File: src/rtl/core/grm_pkg.sv
// ----------------------------------------------------------------------------
// grm_pkg: shared types and constants of the ray march column unit
// Word layouts, fixed-point widths, register indexes, sine table builder
// and shade weight table.
// ----------------------------------------------------------------------------
`default_nettype none

package grm_pkg;

  // default sizes
  localparam int MAP_SIDE_DEF    = 32;
  localparam int SINE_ROM_DEF    = 1024;
  localparam int QUEUE_DEPTH_DEF = 4;

  // fixed-point formats
  localparam int COORD_FRAC_BITS = 16;
  localparam int COORD_W         = 21;
  localparam int POS_W           = COORD_FRAC_BITS + 19;
  localparam int DOWN_SH         = (COORD_FRAC_BITS > 16) ? COORD_FRAC_BITS - 16 : 0;
  localparam int UP_SH           = (COORD_FRAC_BITS < 16) ? 16 - COORD_FRAC_BITS : 0;
  localparam int SPAN_W          = 29;
  localparam longint DIST_CAP    = 64'd1 << 28;
  localparam int SQ_W            = 60;
  localparam int DIST_W          = 29;
  localparam int NUM_W           = 27;
  localparam int DEN_W           = 29;
  localparam int HEIGHT_W        = 16;

  localparam logic [HEIGHT_W-1:0] MAX_HEIGHT = 16'd34560;
  localparam logic [HEIGHT_W-1:0] SCREEN_H   = 16'd1080;
  localparam logic [HEIGHT_W-1:0] HALF_SCREEN = 16'd540;
  localparam logic [NUM_W-1:0]    HEIGHT_NUM = NUM_W'(1080 * 65536);
  localparam logic [3:0]          TEX_CODE   = 4'd7;

  // shade numerators stay below 2^22; ceil(2^35 / 10800) gives an exact floor
  localparam int SHADE_NUM_W = 22;
  localparam int SHADE_SH    = 35;
  localparam logic [SHADE_NUM_W-1:0] SHADE_RECIP = 22'd3181458;

  // commands
  localparam logic CMD_LOAD = 1'b0;
  localparam logic CMD_CAST = 1'b1;

  // configuration registers
  localparam int CFG_INDEX_W = 1;
  localparam logic [CFG_INDEX_W-1:0] REG_STEP_LIMIT = 1'b0;
  localparam logic [CFG_INDEX_W-1:0] REG_MARCH_STEP = 1'b1;
  localparam logic [15:0] STEP_LIMIT_RESET = 16'd10000;
  localparam logic [15:0] MARCH_STEP_RESET = 16'd655;

  // sine table construction constants (Q30)
  localparam logic [63:0] Q30_ONE     = 64'd1 << 30;
  localparam logic [63:0] HALF_PI_Q30 = 64'd1686629713;

  typedef struct packed {
    logic                      command;
    logic [4:0]                cell_row;
    logic [4:0]                cell_col;
    logic [3:0]                cell_code;
    logic [COORD_W-1:0]        origin_x;
    logic [COORD_W-1:0]        origin_y;
    logic [15:0]               ray_angle;
    logic signed [15:0]        view_offset;
    logic [10:0]               screen_column;
  } item_t;

  typedef struct packed {
    logic [10:0]               out_column;
    logic [HEIGHT_W-1:0]       wall_height;
    logic signed [15:0]        top_offset;
    logic [3:0]                hit_code;
    logic [6:0]                texture_column;
    logic [7:0]                shade_red;
    logic [7:0]                shade_green;
    logic [7:0]                shade_blue;
    logic                      gave_up;
  } result_t;

  // queued work between front and back
  typedef struct packed {
    logic                      is_cast;
    logic [4:0]                cell_row;
    logic [4:0]                cell_col;
    logic [3:0]                cell_code;
    logic [COORD_W-1:0]        origin_x;
    logic [COORD_W-1:0]        origin_y;
    logic [15:0]               cos_ang;
    logic [15:0]               sin_ang;
    logic [15:0]               view_ang;
    logic [10:0]               column;
  } job_t;

  // one sine entry, round(32767*sin(2*pi*i/2^lg)), elaboration time only
  function automatic logic signed [15:0] sine_entry(input logic [63:0] i, input int lg);
    logic [63:0] u, q, r, x, x2, t, s, v;
    u = i << (32 - lg);
    q = (u >> 30) & 64'd3;
    r = u & (Q30_ONE - 64'd1);
    if (q[0]) begin
      r = Q30_ONE - r;
    end
    x  = (r * HALF_PI_Q30) >> 30;
    x2 = (x * x) >> 30;
    t  = Q30_ONE - x2 / 64'd72;
    t  = Q30_ONE - ((x2 * t) >> 30) / 64'd42;
    t  = Q30_ONE - ((x2 * t) >> 30) / 64'd20;
    t  = Q30_ONE - ((x2 * t) >> 30) / 64'd6;
    s  = (x * t) >> 30;
    v  = (s * 64'd32767 + (Q30_ONE >> 1)) >> 30;
    if (v > 64'd32767) begin
      v = 64'd32767;
    end
    return (q >= 64'd2) ? -signed'(v[15:0]) : signed'(v[15:0]);
  endfunction

  // displacement brought to Q.16 and saturated at 4096 cells
  function automatic logic [SPAN_W-1:0] span_q16(input logic signed [POS_W-1:0] d);
    logic [POS_W-1:0] mag;
    logic [POS_W+7:0] m;
    mag = d[POS_W-1] ? POS_W'(-d) : POS_W'(d);
    m   = (POS_W+8)'(mag >> DOWN_SH) << UP_SH;
    if (m > (POS_W+8)'(DIST_CAP)) begin
      return SPAN_W'(DIST_CAP);
    end
    return SPAN_W'(m);
  endfunction

  // shade weight in tenths by code and channel (0 red, 1 green, 2 blue)
  function automatic logic [3:0] shade_tenths(input logic [3:0] code, input logic [1:0] ch);
    logic [3:0] w;
    w = 4'd0;
    case (code)
      4'd0, 4'd7: w = 4'd10;
      4'd1:       w = (ch == 2'd0) ? 4'd10 : 4'd0;
      4'd2:       w = (ch == 2'd1) ? 4'd10 : 4'd0;
      4'd3:       w = (ch == 2'd2) ? 4'd10 : 4'd0;
      4'd4:       w = (ch == 2'd0) ? 4'd7 : 4'd3;
      default:    w = 4'd0;
    endcase
    return w;
  endfunction

endpackage

`default_nettype wire

File: src/rtl/core/grm_queue.sv
// ----------------------------------------------------------------------------
// grm_queue: short job queue between front and back
// Register-based circular buffer with occupancy count.
// ----------------------------------------------------------------------------
`default_nettype none

module grm_queue #(
  parameter int DEPTH = grm_pkg::QUEUE_DEPTH_DEF
) (
  input  logic          clk,
  input  logic          rst,
  input  logic          push,
  input  grm_pkg::job_t wdata,
  input  logic          pop,
  output grm_pkg::job_t rdata,
  output logic          full,
  output logic          not_empty
);
  import grm_pkg::*;

  localparam int AW = $clog2(DEPTH);

  job_t            slots [DEPTH];
  logic [AW-1:0]   wptr;
  logic [AW-1:0]   rptr;
  logic [AW:0]     count;

  assign full      = (count == (AW+1)'(DEPTH));
  assign not_empty = (count != '0);
  assign rdata     = slots[rptr];

  // storage
  always_ff @(posedge clk) begin
    if (push) begin
      slots[wptr] <= wdata;
    end
  end

  // pointers and count
  always_ff @(posedge clk) begin
    if (rst) begin
      wptr  <= '0;
      rptr  <= '0;
      count <= '0;
    end else begin
      if (push) begin
        wptr <= (wptr == AW'(DEPTH-1)) ? '0 : wptr + 1'b1;
      end
      if (pop) begin
        rptr <= (rptr == AW'(DEPTH-1)) ? '0 : rptr + 1'b1;
      end
      if (push && !pop) begin
        count <= count + 1'b1;
      end else if (pop && !push) begin
        count <= count - 1'b1;
      end
    end
  end

  a_no_overflow: assert property (@(posedge clk) disable iff (rst) push |-> (!full || pop))
    else $error("queue write while full");
  a_no_underflow: assert property (@(posedge clk) disable iff (rst) pop |-> not_empty)
    else $error("queue read while empty");
  a_count_range: assert property (@(posedge clk) disable iff (rst)
    count <= (AW+1)'(DEPTH))
    else $error("queue count out of range");

endmodule

`default_nettype wire

File: config.mk
export PLATFORM = sky130hd
export DESIGN_NAME = grm_queue
export DESIGN_NICKNAME = d
export VERILOG_FILES = /design/src/rtl/core/grm_pkg.sv /design/src/rtl/core/grm_queue.sv
export SDC_FILE = /design/constraint.sdc
export NUM_CORES = 1
export LEC_CHECK = 0
export ABC_AREA = 1
export CORE_MARGIN = 5
export CORE_UTILIZATION = 57
export CTS_CLUSTER_SIZE = 8
export DETAILED_ROUTE_END_ITERATION = 10
export DONT_BUFFER_PORTS = 1
export PLACE_DENSITY = 0.78
export SYNTH_ARGS = -nofsm -noshare
export SYNTH_HDL_FRONTEND = slang
export SYNTH_SLANG_ARGS = --single-unit
File: constraint.sdc
create_clock -name clk -period 3.2 [get_ports clk]
set_input_delay 0.16 -clock clk [delete_from_list [all_inputs] [get_ports clk]]
set_output_delay 0.16 -clock clk [all_outputs]
set_load 0.01 [all_outputs]
==> impl_metrics.env, run 1 <==
export IMPL_top_layer="met5"
export IMPL_critical_path_arrival_ps=2630
export IMPL_max_capacitance_violation_total=0
export IMPL_slowest_delay_ps=540
export IMPL_worstPathRequired_ps=3040
export IMPL_per_cell_routed_wire_length_um=21.85
export IMPL_cts_root_buf="sky130_fd_sc_hd__clkbuf_16"
export IMPL_critical_path_cell_count=4
export IMPL_die_width_um=186.1
export IMPL_yosysWarnings=0
export IMPL_antenna_violating_nets_post_route=0
export IMPL_slew_violations=0
export IMPL_holdWs_ps=252.0
export IMPL_post_dp_hpwl_um=18720
export IMPL_critical_path_peak_fanout=59
export IMPL_tritoncts_clock_tree="yes"
export IMPL_worstMarginPinSlew_ps=968.8
export IMPL_grt_setup_unrepaired="no"
export IMPL_floorplan_die_height_um=186.1
export IMPL_antenna_found_initial=3
export IMPL_maxSlewHeadroom=0.3542
export IMPL_synth_sequential_area_ratio=0.7985
export IMPL_grt_remaining_overflow=0
export IMPL_final_cells=1722
export IMPL_syn_inst=1182
export IMPL_hold_depth=3
export IMPL_cts_sinks=473
export IMPL_placedCellCount=1518
export IMPL_timing_critical_path_max_delay_family="buffers and inverters"
export IMPL_numCtsBuffers=69
export IMPL_critical_path_cell_chain="inv_4 -> buf_4 -> o21ai_0 -> o22ai_1"
export IMPL_finalWorstSetupSlack_ps=413.7
export IMPL_num_rows=64
export IMPL_postRouteWirelength_um=37630
export IMPL_fraction_of_final_layout_cells_sized_beyond_drive_strength_1=0.07547
export IMPL_vias=10259
export IMPL_timing_critical_path_to_type="output port"
export IMPL_grt_total_usage=0.2117
export IMPL_floorplan_initialDensity=0.5778
export IMPL_worst_ir_drop_on_vdd_v=0.0005648
export IMPL_syn_cell_area_mm2=0.01767
export IMPL_timing_reg2reg_setup_slack_ps=1350
export IMPL_power_static_leakage_nw=6.938
export IMPL_critical_path_buf_inv_count=2
export IMPL_core_area_mm2=0.03059
export IMPL_grt_start_max_net_pins=233
export IMPL_regToRegStartpoint="wptr[0]$_SDFFE_PP0P_"
export IMPL_clkSlewWorstSetupHoldPaths_ps=50
export IMPL_starting_drc_count_in_detailed_routing=726
export IMPL_met3_length_um=3833
export IMPL_layout_commonest_cell="sky130_fd_sc_hd__edfxtp_1"
export IMPL_max_freq_mhz=358.9
export IMPL_timing_final_crit_period_ps=2786
export IMPL_worst_r2r_cell_count=5
export IMPL_numPortBuffers=0
export IMPL_cts_buffer_depth=3
export IMPL_avgViaCountPerCell=5.958
export IMPL_worst_r2r_endpoint="slots[2][58]$_DFFE_PP_"
export IMPL_clock_insertion_delay_worst_skew_ps=530
export IMPL_design_final_nets=1440
export IMPL_fin_setup_tns_ps=0
export IMPL_final_hold_violation_count=0
export IMPL_postSynthRegisterBits=473
export IMPL_min_delay_path_class="in -> reg"
export IMPL_layout_common_cells="sky130_fd_sc_hd__edfxtp_1, sky130_fd_sc_hd__nor2_1, sky130_fd_sc_hd__o21ai_0"
export IMPL_m1WireLength_um=14360
export IMPL_route_detailed_drc=0
export IMPL_boundaryPins=238
export IMPL_globalplace_congestion=0.7254
export IMPL_power_per_cell_area_mw_per_mm2=696.8
export IMPL_clock_skew_ps=12.55
export IMPL_number_of_global_route_vias_before_repair=10433
export IMPL_dpl_worst_slack_ps=1027
export IMPL_layout_area_overhead_vs_synth_pct=18.66
export IMPL_die_area_mm2=0.03463
export IMPL_router_iterations_before_antenna_repair=5
export IMPL_slowest_stage_cell_on_the_critical_path="sky130_fd_sc_hd__dfxtp_4"
export IMPL_grt_first_pass_wirelength_um=56810
export IMPL_run_status="completed"
export IMPL_synth_cell_types=22
export IMPL_post_cts_setup_buffers=0
export IMPL_avgSynthCellArea_um2=14.95
export IMPL_critical_path_startpoint_type="flop"
export IMPL_mappedNetlistNets=1309
export IMPL_setup_violations=0
export IMPL_post_cts_resized=0
export IMPL_met2RoutedLength_um=18530
export IMPL_min_period_over_period=0.8707
export IMPL_worst_setup_path_type="reg -> out"
export IMPL_worstSetupEndpoint="rdata[31]"
export IMPL_cts_htree_levels=3
state kept, by name (all words and copies together) (netlist names), named ones only:
register,count
wptr,2
rptr,2
count,3
slots,464
repair_timing:
action / 4_1_cts / 5_1_grt
endpoints found under the setup margin: 0 / 0
hold endpoints to repair: 473 / 0
hold buffers: 120 / 0
power by group:
| part | total, W | switching, W | internal [W] |
|---|---|---|---|
| combinational | 0.00115 | 0.000822 | 0.000331 |
| sequential | 0.00719 | 0.0000836 | 0.00710 |
| clock | 0.00627 | 0.00235 | 0.00392 |
| total | 0.0146 | 0.00326 | 0.0114 |
synthesized netlist by cell type, drive strengths merged:
library cell | number | area (um^2)
ha | 6 | 75.07
nand2 | 9 | 33.78
o22ai | 116 | 725.7
nand4 | 1 | 6.260
nor3 | 3 | 15.01
fa | 1 | 20.02
inv | 16 | 70.07
nand3 | 1 | 5.000
buf | 35 | 349.1
xor2 | 1 | 8.760
dfxtp | 9 | 180.2
o21ai | 235 | 1176
edfxtp | 464 | 13930
a21oi | 3 | 15.01
nor2 | 241 | 904.6
clkbuf | 41 | 156.4
worst register-to-register path: stages (launching register included):
cell and delay, ps:
sky130_fd_sc_hd__dfxtp_1 340, sky130_fd_sc_hd__inv_1 100, sky130_fd_sc_hd__ha_1 150, sky130_fd_sc_hd__nand2_1 80, sky130_fd_sc_hd__clkinvlp_4 100, sky130_fd_sc_hd__buf_4 630
through the flow:
stage | total power (W) | area [um^2] | utilization
detailed placement | 0.008265 | 17910 | 0.5854
floorplan | 0.008034 | 17690 | -
finish | 0.01461 | 20970 | 0.6856
global placement | 0.008232 | 17910 | 0.5854
CTS | 0.01467 | 20970 | 0.6855
global route | 0.01518 | 20970 | 0.6856
cell families after synthesis:
family | after synthesis | share of synthesized area
adder cells (fa/ha/maj) | 7 | 0.005380
buffers and inverters | 92 | 0.03256
flip-flops | 473 | 0.7985
XOR/XNOR | 1 | 0.0004956
AO/OA/AOI/OAI | 354 | 0.1085
AND/OR/NAND/NOR | 255 | 0.05458
routing by layer:
| layer | track usage | vias up |
|---|---|---|
| met5 | 0 | - |
| met4 | 0.07024 | 4 |
| met3 | 0.06488 | 87 |
| met2 | 0.3534 | 480 |
| met1 | 0.2674 | 4983 |
| li1 | - | 4705 |
how the worst min path moves through the flow:
stage | slack [ps] | endpoint | from
finish | 250 | slots[1][108]$_DFFE_PP_ | push
global route | 250 | slots[1][108]$_DFFE_PP_ | push
CTS | 260 | slots[2][114]$_DFFE_PP_ | push
detailed placement | 240 | count[0]$_SDFFE_PP0P_ | rst
global placement | 230 | wptr[0]$_SDFFE_PP0P_ | rst
floorplan | 230 | count[0]$_SDFFE_PP0P_ | rst
area by class of cell:
type / count / area (um^2)
antenna: 1 / 2.502
clock buffer: 78 / 1803
clock inverter: 5 / 58.81
fill: 1920 / 9617
inverter: 16 / 85.08
multi-input combinational: 617 / 2985
sequential: 473 / 14120
tap: 396 / 495.5
timing repair buffer: 136 / 1421
Power figures use the tool's default switching activity.
==> run 2: changes to the inputs <==
- ABC_AREA: 1 -> default
- CORE_UTILIZATION: 57 -> 59
- CTS_BUF_LIST: default -> sky130_fd_sc_hd__clkbuf_8
- PLACE_DENSITY: 0.78 -> 0.81
==> impl_metrics.env, run 2 <==
export IMPL_globalplace_congestion=0.7463
export IMPL_holdWs_ps=151.1
export IMPL_fillerInstances=1623
export IMPL_worst_ir_drop_on_vdd_v=0.0004294
export IMPL_clock_insertion_delay_worst_skew_ps=550
export IMPL_die_width_um=180.5
export IMPL_vias=7559
export IMPL_run_status="completed"
export IMPL_synth_cell_types=17
export IMPL_fraction_of_final_layout_cells_sized_beyond_drive_strength_1=0.2494
export IMPL_synth_sequential_area_ratio=0.8231
export IMPL_largest_register="slots"
export IMPL_min_period_over_period=0.7680
export IMPL_power_per_cell_area_mw_per_mm2=618.8
export IMPL_fin_setup_tns_ps=0
export IMPL_post_synth_most_frequent_cells="sky130_fd_sc_hd__edfxtp_1, sky130_fd_sc_hd__mux4_2, sky130_fd_sc_hd__buf_2, sky130_fd_sc_hd__dfxtp_1"
export IMPL_slew_violations=0
export IMPL_yosysWarnings=0
export IMPL_max_capacitance_violation_total=0
export IMPL_synth_async_sr_flop_share=0
export IMPL_syn_cell_area_mm2=0.01715
export IMPL_top_regs="slots (464), count (3)"
export IMPL_timing_final_crit_period_ps=2457
export IMPL_number_of_global_route_vias_before_repair=8024
export IMPL_slowest_delay_ps=690
export IMPL_synth_edf_count=464
export IMPL_synth_largest_area_cell="sky130_fd_sc_hd__edfxtp_1"
export IMPL_layout_commonest_cell="sky130_fd_sc_hd__edfxtp_1"
export IMPL_critical_path_startpoint_type="flop"
export IMPL_route_detailed_drc=0
export IMPL_worst_setup_path_type="reg -> out"
export IMPL_largest_register_ff_count=464
export IMPL_core_area_mm2=0.02870
export IMPL_avgViaCountPerCell=6.028
export IMPL_per_cell_routed_wire_length_um=26.64
export IMPL_post_synth_main_area_contributors="sky130_fd_sc_hd__edfxtp_1, sky130_fd_sc_hd__mux4_2, sky130_fd_sc_hd__dfxtp_1"
export IMPL_final_hold_violation_count=0
export IMPL_cts_buffer_depth=3
export IMPL_cts_root_buf="sky130_fd_sc_hd__clkbuf_8"
export IMPL_power_static_leakage_nw=6.384
export IMPL_postSynthRegisterBits=473
export IMPL_floorplan_die_height_um=180.5
export IMPL_post_cts_setup_buffers=0
export IMPL_avgSynthCellArea_um2=26.38
export IMPL_slowest_stage_cell_on_the_critical_path="sky130_fd_sc_hd__dfxtp_4"
export IMPL_worstPathRequired_ps=3040
export IMPL_grt_first_pass_wirelength_um=50430
export IMPL_grt_total_usage=0.2041
export IMPL_post_dp_hpwl_um=19620
export IMPL_critical_path_cell_chain="buf_12 -> mux4_2"
export IMPL_post_cts_resized=0
export IMPL_setup_violations=0
export IMPL_starting_drc_count_in_detailed_routing=596
export IMPL_floorplan_initialDensity=0.5974
export IMPL_yosys_cell_count_top_type="sky130_fd_sc_hd__edfxtp_1"
export IMPL_grt_start_max_net_pins=117
export IMPL_antenna_found_initial=5
export IMPL_clkSlewWorstSetupHoldPaths_ps=60
export IMPL_synthFlopType="sky130_fd_sc_hd__edfxtp_1"
export IMPL_syn_inst=650
export IMPL_layout_common_cells="sky130_fd_sc_hd__edfxtp_1, sky130_fd_sc_hd__dlygate4sd3_1, sky130_fd_sc_hd__mux4_2"
export IMPL_timing_critical_path_to_type="output port"
export IMPL_cts_htree_levels=3
export IMPL_cts_sinks=473
export IMPL_num_rows=62
export IMPL_post_synth_top_area_fraction=0.8126
export IMPL_critical_path_peak_fanout=41
export IMPL_min_delay_path_class="in -> reg"
export IMPL_die_area_mm2=0.03257
export IMPL_maxSlewHeadroom=0.4971
export IMPL_worstMarginPinSlew_ps=754.4
export IMPL_grt_setup_unrepaired="no"
export IMPL_antenna_violating_nets_post_route=0
export IMPL_postRouteWirelength_um=33400
export IMPL_clock_skew_ps=14.10
export IMPL_layout_area_overhead_vs_synth_pct=17.00
export IMPL_max_freq_mhz=406.9
export IMPL_router_iterations_before_antenna_repair=5
export IMPL_numPortBuffers=0
export IMPL_critical_path_arrival_ps=2300
export IMPL_mappedNetlistNets=777
export IMPL_boundaryPins=238
export IMPL_grt_remaining_overflow=0
export IMPL_design_final_nets=958
export IMPL_tritoncts_clock_tree="yes"
export IMPL_numCtsBuffers=73
==> run 2: final timing paths <==
check	from	cells past startpoint	slack (ps)	to
min	push	1	150	slots[0][25]$_DFFE_PP_
min reg2reg	count[2]$_SDFFE_PP0P_	2	540	count[2]$_SDFFE_PP0P_
max reg2reg	wptr[0]$_SDFFE_PP0P_	4	1280	slots[0][110]$_DFFE_PP_
max	flop	2	740	rdata[66]
==> run 2: final cells by class <==
class | count | area [um^2] | share of cell area
antenna | 4 | 10.01 | 0.0004989
clock buffer | 76 | 1046 | 0.05214
clock inverter | 34 | 143.9 | 0.007172
inverter | 4 | 15.01 | 0.0007484
multi-input combinational | 147 | 2869 | 0.1430
sequential | 473 | 14120 | 0.7039
tap | 384 | 480.5 | 0.02395
timing repair buffer | 132 | 1376 | 0.06860
==> run 2: through the flow <==
step                      power, W    util  setup WS (ps)  cells  instance area [um^2]
final                      0.01241  0.6990          742.6   1254                 20060
after floorplan           0.007944       -          777.3    650                 17150
after global routing       0.01294  0.6988          566.7   1252                 20060
after CTS                  0.01253  0.6986          691.3   1250                 20050
after detailed placement  0.008176  0.6157           1254   1021                 17670
after global placement    0.008125  0.6157           1297   1021                 17670
==> run 2: power breakdown <==
part           internal (W)  switching [W]
clock               0.00216        0.00204
sequential          0.00711       0.000103
combinational      0.000436       0.000575
==> run 2: critical path: cells and delay by family, from the launching register on <==
kind	cells	cell delay [ps]
flops	1	690
mux	1	630
buf+inv	1	360
==> run 2: per-layer routing <==
layer / track usage / up-vias / routed length (um)
met5: 0 / - / 28
met4: 0.04114 / 6 / 478
met3: 0.07146 / 50 / 3002
met2: 0.3349 / 373 / 17060
met1: 0.2728 / 3964 / 12840
li1: - / 3166 / -
==> run 2: cell families after synthesis <==
kind of cell / share of synthesized area
AND/OR/NAND/NOR: 0.004597
XOR/XNOR: 0.001022
buffers and inverters: 0.01014
adder cells (fa/ha/maj): 0.005546
AO/OA/AOI/OAI: 0.0008754
flip-flops: 0.8231
multiplexers: 0.1547
==> run 2: what timing repair did <==
| item | 4_1_cts | 5_1_grt |
|---|---|---|
| endpoints found under the setup margin | 0 | 0 |
| hold endpoints to repair | 475 | 0 |
| hold buffers | 119 | 0 |
